`config.mk`:
```
export PLATFORM = sky130hd
export DESIGN_NAME = antibody_titre_accumulator_flat
export DESIGN_NICKNAME = d
export VERILOG_FILES = /design/src/rtl/ata_pkg.sv /design/src/rtl/ata_in_if.sv /design/src/rtl/ata_out_if.sv /design/src/rtl/ata_mul.sv /design/src/rtl/ata_ctrl.sv /design/src/rtl/antibody_titre_accumulator.sv /design/src/flat_wrapper.sv
export SDC_FILE = /design/constraint.sdc
export NUM_CORES = 2
export LEC_CHECK = 0
export BUFFER_PORTS_ARGS = -buffer_cell sky130_fd_sc_hd__clkbuf_2
export CAP_MARGIN = 20
export CORE_MARGIN = 1.5
export CORE_UTILIZATION = 45
export DETAILED_ROUTE_END_ITERATION = 12
export PLACE_DENSITY_LB_ADDON = 0.25
export SYNTH_ARGS = -nofsm -noshare
export SYNTH_HDL_FRONTEND = slang
export SYNTH_SLANG_ARGS = --single-unit
export TNS_END_PERCENT = 5
```
`constraint.sdc`:
```
create_clock -name clk -period 8.8 [get_ports clk]
set_clock_uncertainty 0.15 [all_clocks]
set_input_delay 0.88 -clock clk [delete_from_list [all_inputs] [get_ports clk]]
set_output_delay 0.88 -clock clk [all_outputs]
set_load 0.005 [all_outputs]
```
`src/rtl/ata_pkg.sv`:
```
// ----------------------------------------------------------------------------
// ata_pkg
// Shared types, widths and helpers of the antibody titre accumulator.
// ----------------------------------------------------------------------------
package ata_pkg;

  localparam int unsigned CFG_W    = 16;
  localparam int unsigned CFG_IDX_W = 3;
  localparam int unsigned TIME_W   = 16;
  localparam int unsigned MAP_W    = 16;
  localparam int unsigned STRAIN_W = 6;
  localparam int unsigned TITRE_W  = 24;
  localparam int unsigned COUNT_W  = 7;
  localparam int unsigned FRAC_W   = 17;  // Q1.16 value in [0, 1.0]
  localparam int unsigned MUL_A_W  = 33;
  localparam int unsigned MUL_B_W  = 17;
  localparam int unsigned PROD_W   = MUL_A_W + MUL_B_W;
  localparam int unsigned CONTRIB_W = PROD_W - 32;

  localparam logic [COUNT_W-1:0] COUNT_MAX = '1;
  localparam logic [TITRE_W-1:0] TITRE_MAX = '1;
  localparam logic [FRAC_W-1:0]  ONE_Q16   = FRAC_W'(1) << 16;

  // configuration register indexes
  localparam logic [CFG_IDX_W-1:0] REG_LONG_GAIN  = 3'd0;
  localparam logic [CFG_IDX_W-1:0] REG_SHORT_GAIN = 3'd1;
  localparam logic [CFG_IDX_W-1:0] REG_SEN_RATE   = 3'd2;
  localparam logic [CFG_IDX_W-1:0] REG_WANE_RATE  = 3'd3;
  localparam logic [CFG_IDX_W-1:0] REG_SAMP_TIME  = 3'd4;

  typedef enum logic [3:0] {
    S_IDLE,
    S_SEN,
    S_WAN,
    S_LT,
    S_SGMS,
    S_ST,
    S_FIN,
    S_ACC,
    S_EMIT
  } state_t;

  // operand selection of the shared multiplier
  typedef enum logic [2:0] {
    OP_NONE,
    OP_SEN,
    OP_WAN,
    OP_LT,
    OP_SGMS,
    OP_ST,
    OP_FIN
  } op_sel_t;

  typedef struct packed {
    op_sel_t op;
    logic    in_ready;
    logic    capture;
    logic    sen_ld;
    logic    wan_ld;
    logic    lt_ld;
    logic    acc_ld;
    logic    emit;
  } ctrl_t;

  typedef struct packed {
    logic in_valid;
    logic counted;
    logic last_in;
    logic last_r;
    logic out_free;
  } stat_t;

  // max(0, 1.0 - p) with p in Q16.16
  function automatic logic [FRAC_W-1:0] clamp_one_minus(input logic [31:0] p);
    logic [FRAC_W-1:0] res;
    if (p >= 32'(ONE_Q16)) begin
      res = '0;
    end else begin
      res = ONE_Q16 - p[FRAC_W-1:0];
    end
    return res;
  endfunction

endpackage

```
`src/rtl/ata_in_if.sv`:
```
// ----------------------------------------------------------------------------
// ata_in_if
// Input channel: one infecting strain per item.
// ----------------------------------------------------------------------------
interface ata_in_if;
  logic                          valid;
  logic                          ready;
  logic [ata_pkg::TIME_W-1:0]    isolation_time;
  logic                          infected;
  logic [ata_pkg::MAP_W-1:0]     map_long;
  logic [ata_pkg::MAP_W-1:0]     map_short;
  logic [ata_pkg::STRAIN_W-1:0]  tested_strain;
  logic                          last;

  modport source (
    output valid, isolation_time, infected, map_long, map_short, tested_strain, last,
    input  ready
  );
  modport sink (
    input  valid, isolation_time, infected, map_long, map_short, tested_strain, last,
    output ready
  );
endinterface

```
`src/rtl/ata_out_if.sv`:
```
// ----------------------------------------------------------------------------
// ata_out_if
// Result channel: one titre per run.
// ----------------------------------------------------------------------------
interface ata_out_if;
  logic                          valid;
  logic                          ready;
  logic [ata_pkg::TITRE_W-1:0]   titre;
  logic [ata_pkg::STRAIN_W-1:0]  titre_strain;

  modport source (
    output valid, titre, titre_strain,
    input  ready
  );
  modport sink (
    input  valid, titre, titre_strain,
    output ready
  );
endinterface

```
`src/rtl/ata_mul.sv`:
```
// ----------------------------------------------------------------------------
// ata_mul
// Shared unsigned multiplier with a registered product.
// ----------------------------------------------------------------------------
module ata_mul (
  input  logic                         clk,
  input  logic [ata_pkg::MUL_A_W-1:0]  op_a,
  input  logic [ata_pkg::MUL_B_W-1:0]  op_b,
  output logic [ata_pkg::PROD_W-1:0]   prod_r
);

  logic [ata_pkg::PROD_W-1:0] prod_nxt;

  always_comb begin
    prod_nxt = ata_pkg::PROD_W'(op_a) * ata_pkg::PROD_W'(op_b);
  end

  always_ff @(posedge clk) begin
    prod_r <= prod_nxt;
  end

endmodule

```
`src/rtl/ata_ctrl.sv`:
```
// ----------------------------------------------------------------------------
// ata_ctrl
// Sequencer that steps the shared multiplier through one strain item.
// ----------------------------------------------------------------------------
module ata_ctrl (
  input  logic            clk,
  input  logic            rst_n,
  input  ata_pkg::stat_t  stat,
  output ata_pkg::state_t state_r,
  output ata_pkg::ctrl_t  ctrl
);

  ata_pkg::state_t state_nxt;

  always_ff @(posedge clk) begin
    if (!rst_n) begin
      state_r <= ata_pkg::S_IDLE;
    end else begin
      state_r <= state_nxt;
    end
  end

  always_comb begin
    state_nxt = state_r;
    unique case (state_r)
      ata_pkg::S_IDLE: begin
        if (stat.in_valid) begin
          if (stat.counted) begin
            state_nxt = ata_pkg::S_SEN;
          end else if (stat.last_in) begin
            state_nxt = ata_pkg::S_EMIT;
          end
        end
      end
      ata_pkg::S_SEN:  state_nxt = ata_pkg::S_WAN;
      ata_pkg::S_WAN:  state_nxt = ata_pkg::S_LT;
      ata_pkg::S_LT:   state_nxt = ata_pkg::S_SGMS;
      ata_pkg::S_SGMS: state_nxt = ata_pkg::S_ST;
      ata_pkg::S_ST:   state_nxt = ata_pkg::S_FIN;
      ata_pkg::S_FIN:  state_nxt = ata_pkg::S_ACC;
      ata_pkg::S_ACC: begin
        state_nxt = stat.last_r ? ata_pkg::S_EMIT : ata_pkg::S_IDLE;
      end
      ata_pkg::S_EMIT: begin
        if (stat.out_free) begin
          state_nxt = ata_pkg::S_IDLE;
        end
      end
      default: state_nxt = ata_pkg::S_IDLE;
    endcase
  end

  always_comb begin
    ctrl = '0;
    ctrl.op = ata_pkg::OP_NONE;
    unique case (state_r)
      ata_pkg::S_IDLE: begin
        ctrl.in_ready = 1'b1;
        ctrl.capture  = stat.in_valid;
      end
      ata_pkg::S_SEN:  ctrl.op = ata_pkg::OP_SEN;
      ata_pkg::S_WAN: begin
        ctrl.op     = ata_pkg::OP_WAN;
        ctrl.sen_ld = 1'b1;
      end
      ata_pkg::S_LT: begin
        ctrl.op     = ata_pkg::OP_LT;
        ctrl.wan_ld = 1'b1;
      end
      ata_pkg::S_SGMS: begin
        ctrl.op    = ata_pkg::OP_SGMS;
        ctrl.lt_ld = 1'b1;
      end
      ata_pkg::S_ST:   ctrl.op = ata_pkg::OP_ST;
      ata_pkg::S_FIN:  ctrl.op = ata_pkg::OP_FIN;
      ata_pkg::S_ACC:  ctrl.acc_ld = 1'b1;
      ata_pkg::S_EMIT: ctrl.emit = stat.out_free;
      default: ctrl = '0;
    endcase
  end

endmodule

```
`src/rtl/antibody_titre_accumulator.sv`:
```
// ----------------------------------------------------------------------------
// antibody_titre_accumulator
// Sums the titre contributions of the infecting strains of one tested strain.
// ----------------------------------------------------------------------------
// Usage: infecting strains arrive on in_ch one item at a time, in order; the
// item with last set closes the run and one titre item leaves on out_ch.
// Configuration (gains, rates, sampling time) is written through cfg_we,
// cfg_index and cfg_data while no run is in flight; other indexes are ignored.
// A counted infection keeps in_ch.ready low from acceptance until it is done:
// six products go one after another through a single shared multiplier,
// with a clamp or add step between them, and an accumulate step follows.
// An item that does not count (not infected, or isolated after the sampling
// time) leaves in_ch.ready high unless it is a last item. A last item waits
// in the emit state until the output register is free and then loads it;
// its titre shows on out_ch from that register. The output register holds
// the titre while out_ch.ready is low; in_ch keeps taking items of the next
// run meanwhile, and only the next last item waits for the register to drain.
// Reset (rst_n low, synchronous) zeroes the configuration registers, the
// state, the count and running titre of the run, and the output valid.
// ----------------------------------------------------------------------------
module antibody_titre_accumulator (
  input  logic                            clk,
  input  logic                            rst_n,
  ata_in_if.sink                          in_ch,
  ata_out_if.source                       out_ch,
  input  logic                            cfg_we,
  input  logic [ata_pkg::CFG_IDX_W-1:0]   cfg_index,
  input  logic [ata_pkg::CFG_W-1:0]       cfg_data
);

  // configuration
  logic [ata_pkg::CFG_W-1:0] long_gain_r;
  logic [ata_pkg::CFG_W-1:0] short_gain_r;
  logic [ata_pkg::CFG_W-1:0] sen_rate_r;
  logic [ata_pkg::CFG_W-1:0] wane_rate_r;
  logic [ata_pkg::CFG_W-1:0] samp_time_r;

  always_ff @(posedge clk) begin
    if (!rst_n) begin
      long_gain_r  <= '0;
      short_gain_r <= '0;
      sen_rate_r   <= '0;
      wane_rate_r  <= '0;
      samp_time_r  <= '0;
    end else if (cfg_we) begin
      case (cfg_index)
        ata_pkg::REG_LONG_GAIN:  long_gain_r  <= cfg_data;
        ata_pkg::REG_SHORT_GAIN: short_gain_r <= cfg_data;
        ata_pkg::REG_SEN_RATE:   sen_rate_r   <= cfg_data;
        ata_pkg::REG_WANE_RATE:  wane_rate_r  <= cfg_data;
        ata_pkg::REG_SAMP_TIME:  samp_time_r  <= cfg_data;
        default: ;
      endcase
    end
  end

  // control
  ata_pkg::stat_t  stat;
  ata_pkg::ctrl_t  ctrl;
  ata_pkg::state_t state_r;
  logic            counted;
  logic            last_r;
  logic            out_valid_r;

  assign counted = in_ch.infected && (in_ch.isolation_time <= samp_time_r);

  always_comb begin
    stat.in_valid = in_ch.valid;
    stat.counted  = counted;
    stat.last_in  = in_ch.last;
    stat.last_r   = last_r;
    stat.out_free = !out_valid_r || out_ch.ready;
  end

  ata_ctrl u_ctrl (
    .clk     (clk),
    .rst_n   (rst_n),
    .stat    (stat),
    .state_r (state_r),
    .ctrl    (ctrl)
  );

  assign in_ch.ready = ctrl.in_ready;

  // captured item
  logic [ata_pkg::TIME_W-1:0]   elapsed_r;
  logic [ata_pkg::MAP_W-1:0]    map_long_r;
  logic [ata_pkg::MAP_W-1:0]    map_short_r;
  logic [ata_pkg::STRAIN_W-1:0] strain_r;

  always_ff @(posedge clk) begin
    if (!rst_n) begin
      last_r <= 1'b0;
    end else if (ctrl.capture) begin
      last_r <= in_ch.last;
    end
  end

  always_ff @(posedge clk) begin
    if (ctrl.capture) begin
      elapsed_r   <= samp_time_r - in_ch.isolation_time;
      map_long_r  <= in_ch.map_long;
      map_short_r <= in_ch.map_short;
      strain_r    <= in_ch.tested_strain;
    end
  end

  // shared multiplier and its operand selection
  logic [ata_pkg::MUL_A_W-1:0] op_a;
  logic [ata_pkg::MUL_B_W-1:0] op_b;
  logic [ata_pkg::PROD_W-1:0]  prod_r;
  logic [ata_pkg::FRAC_W-1:0]  sen_r;
  logic [ata_pkg::FRAC_W-1:0]  wan_r;
  logic [31:0]                 lt_r;
  logic [ata_pkg::COUNT_W-1:0] count_r;

  always_comb begin
    case (ctrl.op)
      ata_pkg::OP_SEN: begin
        op_a = ata_pkg::MUL_A_W'(count_r);
        op_b = ata_pkg::MUL_B_W'(sen_rate_r);
      end
      ata_pkg::OP_WAN: begin
        op_a = ata_pkg::MUL_A_W'(elapsed_r);
        op_b = ata_pkg::MUL_B_W'(wane_rate_r);
      end
      ata_pkg::OP_LT: begin
        op_a = ata_pkg::MUL_A_W'(map_long_r);
        op_b = ata_pkg::MUL_B_W'(long_gain_r);
      end
      ata_pkg::OP_SGMS: begin
        op_a = ata_pkg::MUL_A_W'(map_short_r);
        op_b = ata_pkg::MUL_B_W'(short_gain_r);
      end
      ata_pkg::OP_ST: begin
        // short gain * map short, times waning
        op_a = ata_pkg::MUL_A_W'(prod_r[31:0]);
        op_b = wan_r;
      end
      ata_pkg::OP_FIN: begin
        // long term plus short term (Q4.44 down to Q4.28), times seniority
        op_a = ata_pkg::MUL_A_W'(lt_r) + ata_pkg::MUL_A_W'(prod_r[47:16]);
        op_b = sen_r;
      end
      default: begin
        op_a = '0;
        op_b = '0;
      end
    endcase
  end

  ata_mul u_mul (
    .clk    (clk),
    .op_a   (op_a),
    .op_b   (op_b),
    .prod_r (prod_r)
  );

  always_ff @(posedge clk) begin
    if (ctrl.sen_ld) begin
      sen_r <= ata_pkg::clamp_one_minus(prod_r[31:0]);
    end
    if (ctrl.wan_ld) begin
      wan_r <= ata_pkg::clamp_one_minus(prod_r[31:0]);
    end
    if (ctrl.lt_ld) begin
      lt_r <= prod_r[31:0];
    end
  end

  // accumulation
  logic [ata_pkg::TITRE_W-1:0]   titre_sum_r;
  logic [ata_pkg::TITRE_W-1:0]   titre_sum_nxt;
  logic [ata_pkg::COUNT_W-1:0]   count_nxt;
  logic [ata_pkg::CONTRIB_W-1:0] contrib;
  logic [ata_pkg::TITRE_W:0]     sum_wide;

  assign contrib  = prod_r[ata_pkg::PROD_W-1:32];
  assign sum_wide = {1'b0, titre_sum_r} + (ata_pkg::TITRE_W + 1)'(contrib);

  always_comb begin
    titre_sum_nxt = titre_sum_r;
    count_nxt     = count_r;
    if (ctrl.emit) begin
      titre_sum_nxt = '0;
      count_nxt     = '0;
    end else if (ctrl.acc_ld) begin
      titre_sum_nxt = sum_wide[ata_pkg::TITRE_W] ? ata_pkg::TITRE_MAX
                                                 : sum_wide[ata_pkg::TITRE_W-1:0];
      if (count_r != ata_pkg::COUNT_MAX) begin
        count_nxt = count_r + 1'b1;
      end
    end
  end

  always_ff @(posedge clk) begin
    if (!rst_n) begin
      titre_sum_r <= '0;
      count_r     <= '0;
    end else begin
      titre_sum_r <= titre_sum_nxt;
      count_r     <= count_nxt;
    end
  end

  // output register
  logic [ata_pkg::TITRE_W-1:0]  out_titre_r;
  logic [ata_pkg::STRAIN_W-1:0] out_strain_r;

  always_ff @(posedge clk) begin
    if (!rst_n) begin
      out_valid_r <= 1'b0;
    end else if (ctrl.emit) begin
      out_valid_r <= 1'b1;
    end else if (out_ch.ready) begin
      out_valid_r <= 1'b0;
    end
  end

  always_ff @(posedge clk) begin
    if (ctrl.emit) begin
      out_titre_r  <= titre_sum_r;
      out_strain_r <= strain_r;
    end
  end

  assign out_ch.valid        = out_valid_r;
  assign out_ch.titre        = out_titre_r;
  assign out_ch.titre_strain = out_strain_r;

  // checks
  a_skip_returns: assert property (@(posedge clk) disable iff (!rst_n)
    (in_ch.valid && in_ch.ready && !counted && !in_ch.last) |=> in_ch.ready)
    else $error("item that does not count did not return to idle");

  a_emit_clears: assert property (@(posedge clk) disable iff (!rst_n)
    ctrl.emit |=> (titre_sum_r == '0 && count_r == '0 && out_valid_r))
    else $error("run state not cleared on emit");

  a_contrib_range: assert property (@(posedge clk) disable iff (!rst_n)
    (state_r == ata_pkg::S_ACC) |-> !prod_r[ata_pkg::PROD_W-1])
    else $error("contribution exceeds its range");

  a_emit_waits: assert property (@(posedge clk) disable iff (!rst_n)
    (out_valid_r && !out_ch.ready) |-> !ctrl.emit)
    else $error("output register overwritten while stalled");

endmodule
```
`src/flat_wrapper.sv`:
```
// flat-port wrapper written by rule: the top's interface ports become plain ports
module antibody_titre_accumulator_flat 
  (clk, rst_n, cfg_we, cfg_index, cfg_data, in_ch_valid, in_ch_isolation_time, in_ch_infected, in_ch_map_long, in_ch_map_short, in_ch_tested_strain, in_ch_last, in_ch_ready, out_ch_valid, out_ch_titre, out_ch_titre_strain, out_ch_ready);
  ata_in_if in_ch_i ();
  ata_out_if out_ch_i ();
  input  logic clk;
  input  logic rst_n;
  input  logic cfg_we;
  input  logic [ata_pkg::CFG_IDX_W-1:0] cfg_index;
  input  logic [ata_pkg::CFG_W-1:0] cfg_data;
  input wire logic [$bits(in_ch_i.valid)-1:0] in_ch_valid;
  input wire logic [$bits(in_ch_i.isolation_time)-1:0] in_ch_isolation_time;
  input wire logic [$bits(in_ch_i.infected)-1:0] in_ch_infected;
  input wire logic [$bits(in_ch_i.map_long)-1:0] in_ch_map_long;
  input wire logic [$bits(in_ch_i.map_short)-1:0] in_ch_map_short;
  input wire logic [$bits(in_ch_i.tested_strain)-1:0] in_ch_tested_strain;
  input wire logic [$bits(in_ch_i.last)-1:0] in_ch_last;
  output wire logic [$bits(in_ch_i.ready)-1:0] in_ch_ready;
  output wire logic [$bits(out_ch_i.valid)-1:0] out_ch_valid;
  output wire logic [$bits(out_ch_i.titre)-1:0] out_ch_titre;
  output wire logic [$bits(out_ch_i.titre_strain)-1:0] out_ch_titre_strain;
  input wire logic [$bits(out_ch_i.ready)-1:0] out_ch_ready;
  assign in_ch_i.valid = in_ch_valid;
  assign in_ch_i.isolation_time = in_ch_isolation_time;
  assign in_ch_i.infected = in_ch_infected;
  assign in_ch_i.map_long = in_ch_map_long;
  assign in_ch_i.map_short = in_ch_map_short;
  assign in_ch_i.tested_strain = in_ch_tested_strain;
  assign in_ch_i.last = in_ch_last;
  assign in_ch_ready = in_ch_i.ready;
  assign out_ch_valid = out_ch_i.valid;
  assign out_ch_titre = out_ch_i.titre;
  assign out_ch_titre_strain = out_ch_i.titre_strain;
  assign out_ch_i.ready = out_ch_ready;
  antibody_titre_accumulator u_core (.clk(clk), .rst_n(rst_n), .in_ch(in_ch_i), .out_ch(out_ch_i), .cfg_we(cfg_we), .cfg_index(cfg_index), .cfg_data(cfg_data));
endmodule
```
======== Word level (Yosys, flattened, before mapping) ========
Index checks and enable logic that the tools add are counted.
storage, ports and cells
  register bits ........................... 317
  latch bits .............................. 0
  RAM bits ................................ 0
  bits in read-only memories .............. 0
  input bits .............................. 80
  logic and storage cells ................. 84
  memories kept ........................... 0
cells by class
  add/sub/neg operators ................... 5
  multipliers ............................. 1
  div/mod/pow operators ................... 0
  magnitude comparators ................... 2
  equal/unequal tests ..................... 22
  shift-type cells ........................ 0
  multiplexer cells ....................... 19
  bitwise logic cells ..................... 1
  reduce and logical (&&, ||, !) cells .... 14
operators by type and width
  cell                      count
  $pmux W33 S6              1
  $pmux W17 S6              1
  $mul A33 B17 Y50          1
  $pmux W4 S9               1
  $add A32 B32 Y33          1
  $ge A32 B17 Y1 const B    1
  $add A24 B18 Y25          1
  $mux W24                  1
  $mux W4                   5
  $pmux W3 S6               1
  $mux W17                  1
  $sub A17 B17 Y17 const A  1
  $eq A4 B3 Y1 const B      4
  $le A16 B16 Y1            1
  $sub A16 B16 Y16          1
  $eq A3 B2 Y1 const B      4
  $eq A3 B3 Y1 const B      4
  $reduce_and A2 Y1         6
  $eq A4 B2 Y1 const B      2
  $add A7 B1 Y7 const B     1
  $mux W1                   7
  $ne A7 B7 Y1 const B      1
  $eq A3 B1 Y1 const B      2
  $eq A4 B1 Y1 const B      1
  13 further kinds          14

======== Longest topological paths before layout ========
  depth after elaboration ................. 5
  gate-level depth with buffers ........... 37

======== By module ========
A second synthesis with hierarchy kept.
unflattened totals
  cell total of the unflattened synthesis .. 3511
  area, all modules ....................... 32595.0 um2
by module, submodules not included
  module                      instances  cells each  area each (um2)
  ata_mul                     1          2136        18751.7
  antibody_titre_accumulator  1          1338        13559.3
  ata_ctrl                    1          37          284.0

======== Worst setup path before layout ========
Ideal clock, no wire load.
  path type ............................... reg-to-reg
  start point ............................. reg u_core.u_ctrl.state_r[0]
  end point ............................... reg u_core.u_mul.prod_r[48] (netlist bit)
  data arrival time ....................... 8.497 ns
  data required time ...................... 8.578 ns
  path slack .............................. 0.081 ns
  stages on the path, launching flop included .. 32
  path buffers ............................ 5
  cells stage by stage .................... dfxtp_1 > clkbuf_1 > nor2_1 > nand2_1 > nor2_1 > clkbuf_1 > clkbuf_1 > a222oi_1 > nand3_1 > clkbuf_1 > nand2_1 > fa_1 > fa_1 > fa_1 > inv_1 > fa_1 > fa_1 > inv_1 > fa_1 > inv_1 > ha_1 > buf_1 > nand2_1 > nor3_1 > o31ai_1 > a21o_1 > a2111oi_2 > o31ai_1 > o21ai_1 > nand4_1 > o21ai_0 > xor2_1
between the ends
  cells in the longest elaborated chain, start to end .. 5
RTL lines
  item                                          line                               RTL
  start, declared                               ata_ctrl.sv:9                      output ata_pkg::state_t state_r,
  start signal, assigned                        ata_ctrl.sv:17                     state_r <= ata_pkg::S_IDLE;
  start signal, assigned                        ata_ctrl.sv:19                     state_r <= state_nxt;
  $eq A4 B3 Y1, or another cell as far along    ata_ctrl.sv:56                     unique case (state_r)
  $pmux W3 S6 (*)                               ata_ctrl.sv:56
  $eq A3 B3 Y1, or another cell as far along    antibody_titre_accumulator.sv:118  case (ctrl.op)
  $pmux W33 S6 or $pmux W17 S6 (tied branches)  antibody_titre_accumulator.sv:118
  $mul A33 B17 Y50 (*)                          ata_mul.sv:15                      prod_nxt = ata_pkg::PROD_W'(op_a) * ata_pkg::PROD_W'(op_b);
  via u_core.u_mul.prod_nxt (one bit)           ata_mul.sv:12                      logic [ata_pkg::PROD_W-1:0] prod_nxt;
  end signal, assigned                          ata_mul.sv:19                      prod_r <= prod_nxt;
  end, declared                                 ata_mul.sv:9                       output logic [ata_pkg::PROD_W-1:0] prod_r
The timed path passes the listed nets; every way through them passes the cells marked *.
A chain may end at the register's enable or synchronous reset.

======== Final worst setup path ========
  start point ............................. reg u_core.lt_r[9]
  end point ............................... reg u_core.u_mul.prod_r[48] (netlist bit)
between the ends
  cells in the longest elaborated chain, start to end .. 3
RTL lines
  item                                 line                               RTL
  start, declared                      antibody_titre_accumulator.sv:114  logic [31:0] lt_r;
  start signal, assigned               antibody_titre_accumulator.sv:167  lt_r <= prod_r[31:0];
  $add A32 B32 Y33                     antibody_titre_accumulator.sv:142  op_a = ata_pkg::MUL_A_W'(lt_r) + ata_pkg::MUL_A_W'(prod_r[47:16]);
  $pmux W33 S6                         antibody_titre_accumulator.sv:118
  $mul A33 B17 Y50                     ata_mul.sv:15
  via u_core.u_mul.prod_nxt (one bit)  ata_mul.sv:12
The timed path passes the listed nets, and every way through them passes these cells.

==> run summary <==
clock tree from TritonCTS - done
slowest cell delay on critical path - 520 ps
required arrival time at the worst endpoint - 9110 ps
number of unique standard cell types used by synthesis - 74
master cell of the clock root buffer - clkbuf_16
top cell type's share of synthesized area - 0.2841
post-detailed-placement half-perimeter wirelength - 95,070 µm
maximum number of pins on one net before global-route repair - 87
TritonCTS buffer count - 34
first-pass GRT wire length - 171,400 µm
number of antenna violations at the first check in global routing - 5
critical setup path kind - reg2reg
average cell area after synthesis - 8.969 µm²
max-cap viol count - 0
mapped cell area - 0.03291 mm²
Boundary Pins - 112
Routed wire per std cell - 22.99 µm
Post-layout nets - 4,776
overall die area - 0.07476 mm²
share of the yosys chip area belonging to registers - 0.2385
clock latency on the worst-skew pair - 560 ps
Rel. slew slack - 0.2536
Vias - 27,780
number of buffer cells added on primary ports - 111
worst hold stages - 0
final setup violation count - 0
layout overhead on the synthesized area - 18.60%
highest clock frequency the design can meet - 116.4 MHz
final period demand of the worst path - 8594 ps
synth top area cells - fa_1, edfxtp_1, dfxtp_1, nand2_1, ha_1
final-layout setup total negative slack - 0 ps
H-tree depth - 2
post-DR vias/cell - 5.534
largest fanout on the critical path - 3
fraction of the mapped netlist area in compound gates - 0.1224
leakage power - 17.89 nW
Worst Hold Class - reg2reg
vias in the first global route - 27,760
area of all sequential standard cells - 0.007848 mm²
placed cell count - 4,941
DRC violations left - 0
hold path start - u_core.strain_r[3]
leftover overflow at the end of global routing - 0
dominant combinational cell family by area after synthesis - adder cells
Core Box Area - 0.07198 mm²
antenna-violating nets left - 0
crit-path most repeated cell - fa_1
Vert. Die Dim - 273.4 µm
total number of yosys warnings - 0
total track usage - 0.3102
post-synthesis mux area share - 0.001217
primary flip-flop cell chosen by synthesis mapping - dfxtp_1
part of the cycle the worst path needs - 0.9766
cell with the largest stage delay on the worst path - fa_1
starting density of the core - 0.4572
share of flip-flops with an asynchronous set or reset - 0
Placer Congestion - 1.036
most common cell after layout, fill and taps aside - nand2_1
Synth Instances - 3,669
total nets after synthesis - 4,408
area of the multi-input gates - 0.02255 mm²
leading cell types in the layout, fill and taps excluded - nand2_1, inv_1, fa_1
clock slew at reported path FFs - 70 ps
R2R depth - 31
number of sinks handled by clock tree synthesis - 317
number of flip-flops and latches in the synthesized netlist - 317
number of buffers between clock root and the deepest sink - 3
Max Transition Viols Final - 0
final cell count without fillers - 5,020
horizontal die dimension - 273.4 µm
post-synthesis share of cell area spent on full adders, half adders and majority gates - 0.3571
unrepaired setup endpoints after global routing - true
final design utilization - 0.5422
maximum vdd ir drop - 0.1391 mV
final hold vios - 0
run status - finished, final reports clean
reg-to-reg critical path startpoint - u_core.lt_r[9]
Setup crit start - u_core.lt_r[9]
library cell with the largest summed area after synthesis - fa_1
final-layout worst hold slack - 268.5 ps
overall power of the completed layout - 0.003141 W
number of flops mapped to enable cells by yosys - 150
Critical Path End Type - flop
data arrival at the endpoint of the critical path - 8910 ps
number of DRC markers after the initial detailed-route iteration - 2,792
simple-gate area share of the yosys netlist - 0.1618
actual transition at the worst max-transition pin - 1120 ps
Power Dens Cells - 80.48 mW/mm²
layout filler cell count - 6,655
launching element type of the critical path - flop
xor and xnor fraction of the mapped netlist area - 0.02981
Site Rows - 98
Detailed Routing Iterations Pass 1 - 8
Total Wirelength - 115,400 µm
hold-fix buffers at CTS - 0
fraction of layout instances using a drive strength above 1 - 0.1632
-- stage by stage --
stage               setup slack [ps]  area, µm²
floorplan                      81.34      32910
global placement              -319.3      37400
detailed placement            -504.3      37400
CTS                           0.6510      38580
global route                  -32.51      39010
finish                         205.5      39030
-- metal layers --
metal  wire length [µm]  part of all wire  track usage  vias up
met2              52790              0.46       0.4907     1210
met5                  0                 0            0        -
met3               9687             0.084      0.06368      251
met1              46440              0.40       0.4027    13680
li1                   -                 -            -    12640
met4               6492             0.056       0.1583        0
-- cell type report --
cell class,count,area share
diodes,8,0.0005129
repair buffers,518,0.1052
well taps,950,0.03046
clock inverters,13,0.003847
flip-flops and latches,317,0.2011
multi-input cells,2578,0.5779
inverters,588,0.05655
clock buffers,48,0.02446
-- power breakdown --
group          internal [W]  leakage (nW)  switching (W)  total, W
clock              0.000827         0.541       0.000620   0.00145
combinational     0.0000424          14.6      0.0000663  0.000109
sequential          0.00157          2.75      0.0000134   0.00158
-- flip-flops by register name (all words and copies together) (netlist names), 17 cells and up --
name,count
u_core.wan_r,17
u_core.sen_r,17
u_core.titre_sum_r,24
u_core.out_ch.titre,24
u_core.u_mul.prod_r,50
u_core.lt_r,32
-- cell usage after synthesis, drive strengths merged, types with 4 or more instances --
| library cell | number |
|---|---|
| a211o | 4 |
| a211oi | 5 |
| a21boi | 89 |
| a21o | 58 |
| a21oi | 106 |
| a221o | 10 |
| a221oi | 8 |
| a222oi | 27 |
| a22o | 8 |
| a22oi | 21 |
| a311oi | 39 |
| a31oi | 24 |
| and2 | 26 |
| and3 | 22 |
| and4 | 19 |
| buf | 21 |
| clkbuf | 165 |
| dfxtp | 167 |
| edfxtp | 150 |
| fa | 467 |
| ha | 192 |
| inv | 588 |
| mux2i | 4 |
| nand2 | 644 |
| nand2b | 16 |
| nand3 | 39 |
| nand4 | 34 |
| nor2 | 304 |
| nor2b | 22 |
| nor3 | 44 |
| nor4 | 29 |
| nor4b | 4 |
| o211ai | 7 |
| o21a | 26 |
| o21ai | 82 |
| o21bai | 18 |
| o221ai | 8 |
| o22ai | 5 |
| o31ai | 6 |
| or2 | 6 |
| or3 | 11 |
| xnor2 | 70 |
| xor2 | 42 |
-- kinds of logic (layout without fill, tap and decap cells) --
kind of cell,Yosys count,in the layout
and+or+nand+nor,1232,1232
buffers and inverters,774,1167
adders and majority gates,659,659
AOI/OAI and AO/OA,571,571
DFF,317,317
xor gates and xnor gates,112,112
muxes,4,4
other,0,8
-- path summary, 6_finish.rpt --
kind                                   endpoint  slack [ps]
setup / recovery        u_core.u_mul.prod_r[48]         210
hold / removal    u_core.out_ch.titre_strain[3]         270
setup reg to reg        u_core.u_mul.prod_r[48]         210
hold reg to reg   u_core.out_ch.titre_strain[3]         270
-- what timing repair did --
item	CTS	global route
pin swaps	3	36
setup buffers	3	5
gates resized for setup	13	79
endpoints found under the hold margin	0	0
gates cloned	0	1
setup endpoints to repair	11	21
-- critical path, delay by kind of cell, from the launching register on --
| kind | cells | cell delay [ps] |
|---|---|---|
| xor+xnor | 1 | 150 |
| simple gates | 5 | 730 |
| fa+ha+maj | 8 | 3560 |
| flops | 1 | 380 |
| buf+inv | 6 | 650 |
| compound gates | 11 | 2890 |
Note: power is estimated with default switching activity, not from simulation.
